$ cat src/rtl/core/lcr_ram.sv
module lcr_ram #(
  parameter int Width = 8,
  parameter int Depth = 16
) (
  input  logic                     clk_i,
  input  logic                     we_i,
  input  logic [$clog2(Depth)-1:0] waddr_i,
  input  logic [Width-1:0]         wdata_i,
  input  logic [$clog2(Depth)-1:0] raddr_i,
  output logic [Width-1:0]         rdata_o
);

  logic [Width-1:0] mem_q [Depth];

  // single write port, registered read port
  always_ff @(posedge clk_i) begin
    if (we_i) begin
      mem_q[waddr_i] <= wdata_i;
    end
    rdata_o <= mem_q[raddr_i];
  end

endmodule

$ cat config.mk
export PLATFORM = sky130hd
export DESIGN_NAME = lcr_ram
export DESIGN_NICKNAME = d
export VERILOG_FILES = /design/src/rtl/core/lcr_ram.sv
export SDC_FILE = /design/constraint.sdc
export NUM_CORES = 1
export LEC_CHECK = 0
export BUFFER_PORTS_ARGS = -buffer_cell sky130_fd_sc_hd__buf_2
export CAP_MARGIN = 10
export CELL_PAD_IN_SITES_DETAIL_PLACEMENT = 1
export CELL_PAD_IN_SITES_GLOBAL_PLACEMENT = 2
export CORE_UTILIZATION = 35
export DETAILED_ROUTE_END_ITERATION = 7
export GPL_ROUTABILITY_DRIVEN = 0
export PLACE_DENSITY_LB_ADDON = 0.1
export SLEW_MARGIN = 0
export SYNTH_ARGS = -nofsm -noshare
export SYNTH_HDL_FRONTEND = slang
export SYNTH_SLANG_ARGS = --single-unit
$ cat constraint.sdc
create_clock -name clk_i -period 3.9 [get_ports clk_i]
set_input_delay 0.585 -clock clk_i [delete_from_list [all_inputs] [get_ports clk_i]]
set_output_delay 0.585 -clock clk_i [all_outputs]
set_load 0.01 [all_outputs]
# Yosys cells after proc, flatten, opt, wreduce, memory -nomap -nowiden
# Memory sizes are Yosys's and may differ from the RTL's. A register that Yosys moved wholly into a read port is not among the register bits.
# Index checks and enable logic that the tools add are counted.
[op_classes] mux=2
[ops] operator="$mux W1" count=2
[totals] inputBits=18 out_inout_bits=8 elab_cells=3 n_memories=1 reg_bits=0 mem_bits_rw=128
[mem_list] name="mem_q" words=16 word_bits=8 read_ports=1 rd_clocked_by_memory_dff=1 wr=1 line_no="13" source="logic [Width-1:0] mem_q [Depth];"

# Depth between registers and ports, before layout
# Gate-level depths: netlist of the first run.
[logic_depth] depth_word=2 ltp_mapped=5 mapped_depth_nobuf=3

# Worst setup path after synthesis of the first run
# OpenSTA, ideal clock, no wires.
[synth_path] kind="input-to-reg" from="in waddr_i[2]" to="mem mem_q[0][0] (enable)" n_path_buf=0 setup_ns=0.383 required_ns=3.517 arrival_time_ns=1.695 path_stages=2 path_slack_ns=1.822 path_cell_list="or3b_2 > nor3_1"
[synth_lines] element="start: declaration" line_no="7" source="input logic [$clog2(Depth)-1:0] waddr_i,"
[synth_lines] element="end: declaration" line_no="13"
# No word-level cell before the write port.

==> impl_results.md, run 1 <==
- Switch share: between 15 and 20%
- Die area: roughly 15000 um^2
- Internal power: about 2.7 mW
- H-tree levels: 4
- Clk sinks: 136
- Initial core utilization: 36.5%
- Drt first-iter violations: 145
- Clock Latency Late Sink: about 420 ps
- Static leakage: approximately 2.0 nW
- Drt first pass iters: 4
- Critical Path End Type: flip-flop
- Avg Vias per Cell: 5.14
- Commonest non-fill, non-tap cell in the layout: edfxtp_1
- Worst setup SP type: primary input
- Maxcap violations: 0
- DPL Wire Length: approximately 6900 um
- Final #Nets: 286
- Clk pwr share: between 40% and 50%
- Num CTS Buffers: 17
- Final setup vio count: 0
- RSZ-0062 raised after global routing: false
- Final period util: 51.6%
- Vias in the first global route: 2528
- CTS tree: done
- Vias post-DR: between 2000 and 2500
- Number of distinct library cells after synthesis: 19
- Fin Setup TNS: 0 ps
- Final std cells w/o fill: 460
- Pwr dens: 553 nW/um^2
- Yosys reg bits: 136
- Initial antenna violation count: 0
- Largest net degree at the start of global routing: 33
- Placed Cells incl. Taps: around 430
- Register area share after synthesis: between 70 and 80%
- FF+latch area: 4000 um^2
- Psw: between 0.6 and 0.7 mW
- Placed inst area: 5460 um^2
- Sequential share of power: 49.3%
- Worst slew pin tran: 1070 ps
- Inserted Diodes: 0
- Pins Over Slew Limit: 0
- Gate power share: under 10%
- I/O Buffers: 25
- Final hold violations: 0
- Design area: about 6000 um^2
- # Post-CTS Setup Buffers: 0
- Outcome: complete, no violations
- Fillers: 1350
- Worst path required time: 4190 ps
- Arr. time, crit path: 2300 ps
- Mapped Cells: 229
- GRT Overall Usage: 16.2%
- Syn-to-layout area delta: 17.2%
- Min-delay worst type: in2reg
- Relative slew margins: between 20% and 30%
- Clk buf depth: 2
- Final WL: between 10000 and 15000 um
- Proportion of layout cells with a drive suffix above 1: 27.5%
- Minimum clock period: ~2000 ps
- Critical-path maximum fanout: 17
- Die Wd: 123 um
- Die Y-Extent: 123 um
- Detail Route Antenna Nets: 0
- Crit path kind: in2reg
- Synth Cell Area: 5150 um^2
- FMAX: 497 MHz
- Core area: approximately 14000 um^2
- Hold-fix buffers, CTS: 0
- Row cnt: 43
- Multi-input combinational cell area: 1060 um^2
- Clock root cell: clkbuf_16
- Grt total ovfl: 0
- IO Pins: 26
- Clk_skew: 11.0 ps
- Worst-path clk slew: 60 ps
- First-pass GRT wire length: 16300 um
- Post-route DRC: 0
- Mean Syn Cell Area: 22.5 um^2
- Worst IR Drop VDD: 0.312 mV
- Most frequent cells in the layout: edfxtp_1, buf_2, mux4_2
- Syn Nets: roughly 250
- Yosys warning count: 0
- Number of gates resized after cts: 0
- Avg WL per Cell: 23.2 um
[metal layers]
metal	part of all wire, %	GRT usage, %	wire, um	up-vias
li1	-	-	-	1054
met1	47	21.7	5050	1251
met2	48	24.4	5110	45
met3	3.4	4.57	367	14
met4	1.5	7.45	158	0
met5	0	0	0	-
[worst max-delay path: stages]
cell and delay, ps:
buf_2 470, buf_12 260, mux4_1 560, a22oi_1 290, nand2_1 110
[cell families (layout without fill, tap and decap cells)]
kind of cell / count (synthesis) / after routing / share of synthesized area, %
multiplexers: 32 / 32 / 15.0
buffers and inverters: 10 / 61 / 1.68
AO/OA/AOI/OAI: 16 / 16 / 2.33
flip-flops: 136 / 136 / 77.8
AND/OR/NAND/NOR: 35 / 35 / 3.18
[Yosys cell counts]
cell             count  area [um^2]
nand3b_1             2         15.0
buf_2                3         15.0
nand3_1              1         5.00
nor2_1              13         48.8
nand2b_1             2         12.5
nor3_1               4         20.0
or3b_2               1         8.76
nor2b_1              1         6.26
edfxtp_1           128         3840
a22oi_1             16          120
clkdlybuf4s25_2      3         30.0
mux4_1              14          368
dfxtp_1              8          160
nand2_1              9         33.8
buf_6                3         33.8
and2_1               1         6.26
buf_4                1         7.51
and2b_1              1         7.51
mux4_2              18          405
[per-stage QoR]
stage / utilization (%) / setup slack [ps] / total power, mW / hold WS [ps]
floorplan: - / 1820 / 1.76 / 629
global placement: 38.7 / 1400 / 1.83 / 661
detailed placement: 38.7 / 1430 / 1.83 / 662
CTS: 42.8 / 1880 / 3.37 / 541
global route: 42.8 / 1750 / 3.44 / 556
finish: 42.8 / 1890 / 3.33 / 556
[flip-flops by register name, indices dropped and copies added, names as in the netlist]
signal / cells
rdata_o: 8
mem_q: 128
[power by group through the flow]
stage	clock network (mW)	logic, mW	registers (mW)
after floorplan	0	0.0829	1.68
after global placement	0	0.153	1.67
after detailed placement	0	0.155	1.67
after CTS	1.57	0.155	1.65
after global routing	1.63	0.166	1.65
final	1.54	0.151	1.64
[final timing paths]
check | startpoint | end | slack [ps] | cells after the start
worst max-delay path | raddr_i[0] | rdata_o[0]$_DFF_P_ | 1890 | 5
worst min-delay path | wdata_i[6] | mem_q[5][6]$_DFFE_PP_ | 560 | 1
worst max register to register | mem_q[2][0]$_DFFE_PP_ | rdata_o[0]$_DFF_P_ | 2510 | 3
worst min register to register | mem_q[14][2]$_DFFE_PP_ | rdata_o[2]$_DFF_P_ | 670 | 3
[layout make-up]
type	instances	area share, %
repair buffers	30	2.90
well taps	180	3.73
clock buffers	20	7.74
multi-input cells	83	17.5
flip-flops and latches	136	66.4
clock inverters	11	1.72
(Power assumes the default switching activity.)
==> run 2, diff against run 1 <==
Clock period 3.9 ns to 2 ns, I/O delays scaled along.
==> run 2 against run 1 <==
Net effect:
- global-route usage is 0.11 points lower
- worst setup slack got worse by 1300 ps
- total power increased by 95%
- non-clock buffer count up 16
- sequential share of layout area shrank 1.5 points
- wire length increased by 0.17%
- critical endpoint is now rdata_o[3]$_DFF_P_
- cell count increased by 3.7%
- clock skew shrank 0.54 ps
- via count about the same
==> impl_results.md, run 2 (synthesized netlist as in run 1, its figures left out) <==
- Final hold violations: 0 (unchanged)
- Avg WL per Cell: 22.5 um (was 23.2 um)
- Worst setup margin: 577 ps (was 1890 ps)
- Slowest CP cell: mux4_1 (unchanged)
- Drt first-iter violations: 153 (was 145)
- Fin Setup TNS: 0 ps (unchanged)
- Static leakage: 2.10 nW (was 2.01 nW)
- Reg with most FFs: mem_q (unchanged)
- Worst IR Drop VDD: 0.599 mV (was 0.312 mV)
- Drt first pass iters: 4 (unchanged)
- DPL Wire Length: 6820 um (was 6870 um)
- Die area: 15200 um^2 (unchanged)
- Num CTS Buffers: 17 (unchanged)
- Final WL: 10700 um (about the same)
- Detail Route Antenna Nets: 0 (unchanged)
- Min-delay worst type: in2reg (unchanged)
- Worst setup SP type: flip-flop (was primary input)
- Most frequent cells in the layout: edfxtp_1, buf_2, mux4_2, buf_4, clkbuf_16 (was edfxtp_1, buf_2, mux4_2)
- Pins Over Slew Limit: 0 (unchanged)
- Crit path kind: reg2reg (was in2reg)
- Row cnt: 43 (unchanged)
- Worst slew pin tran: 411 ps (was 1070 ps)
- Max incr delay on CP: 530 ps (was 560 ps)
- First-pass GRT wire length: 16300 um (about the same)
- Minimum clock period: 1420 ps
- Die Wd: 123 um (unchanged)
- Final #Nets: 302 (was 286)
- Clk buf depth: 2 (unchanged)
- Initial antenna violation count: 0 (unchanged)
- Grt total ovfl: 0 (unchanged)
- Relative slew margins: 72.6% (was 28.2%)
- Clock Latency Late Sink: 420 ps (about the same)
- Syn-to-layout area delta: 19.9% (was 17.2%)
- Proportion of layout cells with a drive suffix above 1: 31.6% (was 27.5%)
- I/O Buffers: 25 (unchanged)
- Final period util: 71.1%
- Pre-CTS setup slack: 193 ps (was 1430 ps)
- Largest register FFs: 128 (unchanged)
- Final setup vio count: 0 (unchanged)
- GRT Overall Usage: 16.1% (was 16.2%)
- Outcome: complete, no violations (unchanged)
- Initial core utilization: 36.5% (unchanged)
- H-tree levels: 4 (unchanged)
- Maxcap violations: 0 (unchanged)
- Critical Path End Type: flip-flop (unchanged)
- Clock root cell: clkbuf_16 (unchanged)
- Vias in the first global route: 2579 (was 2528)
- Pwr dens: 1050 nW/um^2 (was 553 nW/um^2)
- Inserted Diodes: 0 (unchanged)
- Arr. time, crit path: 1710 ps (was 2300 ps)
- Largest registers: mem_q: 128 flops, rdata_o: 8 flops (unchanged)
- Largest net degree at the start of global routing: 33 (unchanged)
- Post-route DRC: 0 (unchanged)
- CTS tree: done (unchanged)
- # Post-CTS Setup Buffers: 0 (unchanged)
- RSZ-0062 raised after global routing: false (unchanged)
- Critical-path maximum fanout: 1 (was 17)
- Vias post-DR: 2365 (was 2364)
- Clk sinks: 136 (unchanged)
- Worst path required time: 2290 ps (was 4190 ps)
- Commonest non-fill, non-tap cell in the layout: edfxtp_1 (unchanged)
- Hold-fix buffers, CTS: 0 (unchanged)
- Number of gates resized after cts: 0 (unchanged)
- Worst-path clk slew: 60 ps (about the same)
- CP cell instances: mux4_1 > a22oi_1 > nand2_1 (was buf_2 > buf_12 > mux4_1 > a22oi_1 > nand2_1)
- IO Pins: 26 (unchanged)
- FMAX: about 700 MHz
- Core area: 14100 um^2 (unchanged)
- Clk_skew: 10.5 ps (was 11.0 ps)
- Fillers: 1345 (was 1350)
- Avg Vias per Cell: 4.96 (was 5.14)
- Die Y-Extent: 123 um (unchanged)
[run 2: layer usage]
layer  global-route usage (%)  part of all wire [%]  up-vias  wire length, um
met3                     4.98                   3.4        9              367
met5                        0                     0        -                0
met1                     21.8                    48     1222             5140
met4                     6.40                   1.0        0              111
met2                     24.1                    47       49             5090
li1                         -                     -     1085                -
[run 2: power by group]
part	switching [mW]	internal [mW]	total [mW]
Sequential	0.0182	3.19	3.21
Clock	1.11	1.88	2.99
Combinational	0.178	0.134	0.311
Total	1.30	5.20	6.50
[run 2: per-stage QoR]
step	hold slack, ps	cell area, um^2	cells	total power [mW]	utilization (%)
2_1_floorplan	399	5150	229	3.43	-
3_3_place_gp	657	5610	445	3.58	39.8
3_5_place_dp	663	5610	445	3.58	39.8
4_1_cts	249	6170	477	6.58	43.8
5_1_grt	269	6170	477	6.71	43.8
6_report	267	6170	477	6.50	43.8
[run 2: final timing paths]
| path | to | start | cells past startpoint | slack, ps |
|---|---|---|---|---|
| setup / recovery | rdata_o[3]$_DFF_P_ | mem_q[6][3]$_DFFE_PP_ | 3 | 580 |
| hold / removal | mem_q[5][6]$_DFFE_PP_ | wdata_i[6] | 1 | 270 |
| setup reg to reg | rdata_o[3]$_DFF_P_ | mem_q[6][3]$_DFFE_PP_ | 3 | 580 |
| hold reg to reg | rdata_o[3]$_DFF_P_ | mem_q[12][3]$_DFFE_PP_ | 3 | 670 |
[run 2: worst max-delay path, delay by kind of cell, from the launching register on]
kind	cells	cell delay, ps
AOI/OAI and AO/OA	1	310
and+or+nand+nor	1	90
DFF	1	370
muxes	1	530
[run 2: layout make-up]
type                    instances  area (um^2)  area share [%]
flip-flops and latches        136         4000            64.9
multi-input cells              83         1060            17.1
clock buffers                  22          464            7.52
clock inverters                10          103            1.66
well taps                     180          225            3.65
repair buffers                 46          320            5.19
==> run 3, diff against run 2 <==
Clock period 2 ns to 1.4 ns, I/O delays scaled along.
==> run 3 against run 2 <==
Net effect:
- worst setup slack got worse by 550 ps
- register-to-register slack got worse by 550 ps
- sequential power increased by 43%
- wire length increased by 7.0%
- worst hold slack got worse by 81 ps
- die area unchanged
- combinational power increased by 54%
- non-clock buffer count increased by 12
- via count increased by 4.1%
==> impl_results.md, run 3 (synthesized netlist as in run 1, its figures left out) <==
- Outcome: complete, no violations (unchanged)
- H-tree levels: 4 (unchanged)
- I/O Buffers: 25 (unchanged)
- Critical-path maximum fanout: 1 (unchanged)
- Clk sinks: 136 (unchanged)
- Arr. time, crit path: 1650 ps (was 1710 ps)
- Relative slew margins: 38.5% (was 72.6%)
- Detail Route Antenna Nets: 0 (unchanged)
- IO Pins: 26 (unchanged)
- Reg with most FFs: mem_q (unchanged)
- Worst slew pin tran: 921 ps (was 411 ps)
- RSZ-0062 raised after global routing: false (unchanged)
- Row cnt: 43 (unchanged)
- Die area: 15200 um^2 (unchanged)
- Grt total ovfl: 0 (unchanged)
- Final WL: 11500 um (was 10700 um)
- Drt first-iter violations: 144 (was 153)
- Placed Cells incl. Taps: 457 (was 445)
- Inserted Diodes: 0 (unchanged)
- Worst IR Drop VDD: 0.916 mV (was 0.599 mV)
- Drt first pass iters: 4 (unchanged)
- Largest registers: mem_q: 128 flops, rdata_o: 8 flops (unchanged)
- Clock Latency Late Sink: 410 ps (was 420 ps)
- CTS tree: done (unchanged)
- FMAX: 731 MHz (was 703 MHz)
- Critical Path End Type: flip-flop (unchanged)
- First-pass GRT wire length: 17300 um (was 16300 um)
- Initial core utilization: 36.5% (unchanged)
- Syn-to-layout area delta: 23.0% (was 19.9%)
- Post-route DRC: 0 (unchanged)
- Min-delay worst type: in2reg (unchanged)
- Die Y-Extent: 123 um (unchanged)
- Vias post-DR: 2463 (was 2365)
- Final setup vio count: 0 (unchanged)
- Total power: 9.59 mW (was 6.50 mW)
- Worst setup margin: 31.5 ps (was 577 ps)
- Final period util: 97.7% (was 71.1%)
- Avg Vias per Cell: 5.04 (was 4.96)
- Design area: 6330 um^2 (was 6170 um^2)
- Largest net degree at the start of global routing: 19 (was 33)
- Worst setup SP type: flip-flop (unchanged)
- Static leakage: 2.17 nW (was 2.10 nW)
- Pins Over Slew Limit: 0 (unchanged)
- Die Wd: 123 um (unchanged)
- Largest register FFs: 128 (unchanged)
- Placed inst area: 5720 um^2 (was 5610 um^2)
- Minimum clock period: 1370 ps (was 1420 ps)
- Proportion of layout cells with a drive suffix above 1: 35.0% (was 31.6%)
- Worst-path clk slew: 50 ps (was 60 ps)
- Vias in the first global route: 2689 (was 2579)
- Maxcap violations: 0 (unchanged)
- Pwr dens: 1510 nW/um^2 (was 1050 nW/um^2)
- Final hold violations: 0 (unchanged)
- Final std cells w/o fill: 489 (was 477)
- Final #Nets: 314 (was 302)
- Crit path kind: reg2reg (unchanged)
- Pre-CTS setup slack: -450 ps (was 193 ps)
- Num CTS Buffers: 17 (unchanged)
- Most frequent cells in the layout: edfxtp_1, buf_4, buf_2 (was edfxtp_1, buf_2, mux4_2, buf_4, clkbuf_16)
- Clock root cell: clkbuf_16 (unchanged)
- GRT Overall Usage: 17.2% (was 16.1%)
- Clk_skew: 6.95 ps (was 10.5 ps)
- Core area: 14100 um^2 (unchanged)
- Commonest non-fill, non-tap cell in the layout: edfxtp_1 (unchanged)
- Clk buf depth: 2 (unchanged)
- DPL Wire Length: 7240 um (was 6820 um)
- Initial antenna violation count: 1 (was 0)
- Worst path required time: 1690 ps (was 2290 ps)
- Avg WL per Cell: 23.4 um (was 22.5 um)
run 3: layer usage:
metal | vias to the layer above | track usage, % | part of all wire, %
met2 | 45 | 27.2 | 49
li1 | 1105 | - | -
met4 | 2 | 8.13 | 1.6
met1 | 1292 | 22.6 | 46
met5 | - | 0 | 0.070
met3 | 19 | 3.87 | 3.5
run 3: final cells by class:
class / count / area [um^2]
clock inverters: 11 / 154
clock buffers: 21 / 440
multi-input cells: 83 / 1090
well taps: 180 / 225
repair buffers: 58 / 423
fillers: 1332 / 7760
flip-flops and latches: 136 / 4000
run 3: repair_timing:
action	CTS	global route
pin swaps	0	0
buffers inserted	0	0
hold buffers	0	0
resized for setup	1	2
endpoints found under the setup margin	1	2
run 3: path summary, 6_finish.rpt:
check / startpoint / to / slack, ps / cells after the start
worst min register to register: mem_q[0][1]$_DFFE_PP_ / rdata_o[1]$_DFF_P_ / 690 / 3
worst min-delay path: wdata_i[7] / mem_q[6][7]$_DFFE_PP_ / 190 / 1
worst max-delay path: mem_q[11][6]$_DFFE_PP_ / rdata_o[6]$_DFF_P_ / 30 / 3
worst max register to register: mem_q[11][6]$_DFFE_PP_ / rdata_o[6]$_DFF_P_ / 30 / 3
run 3: report_power, final:
| part | switching, mW | internal, mW | total (mW) |
|---|---|---|---|
| clock | 1.58 | 2.95 | 4.53 |
| sequential | 0.0318 | 4.55 | 4.59 |
| combinational | 0.265 | 0.216 | 0.480 |
run 3: metrics by stage:
stage,util (%),TNS (ps),hold WS [ps]
6_report,44.9,0,187
5_1_grt,44.9,0,190
4_1_cts,44.9,0,175
3_5_place_dp,40.6,-4990,607
3_3_place_gp,40.6,-4730,607
2_1_floorplan,-,-2300,309
run 3: worst max-delay path: stages (launching register included):
cell,delay [ps]
edfxtp_1,370
mux4_2,460
a22oi_1,330
nand2_1,80
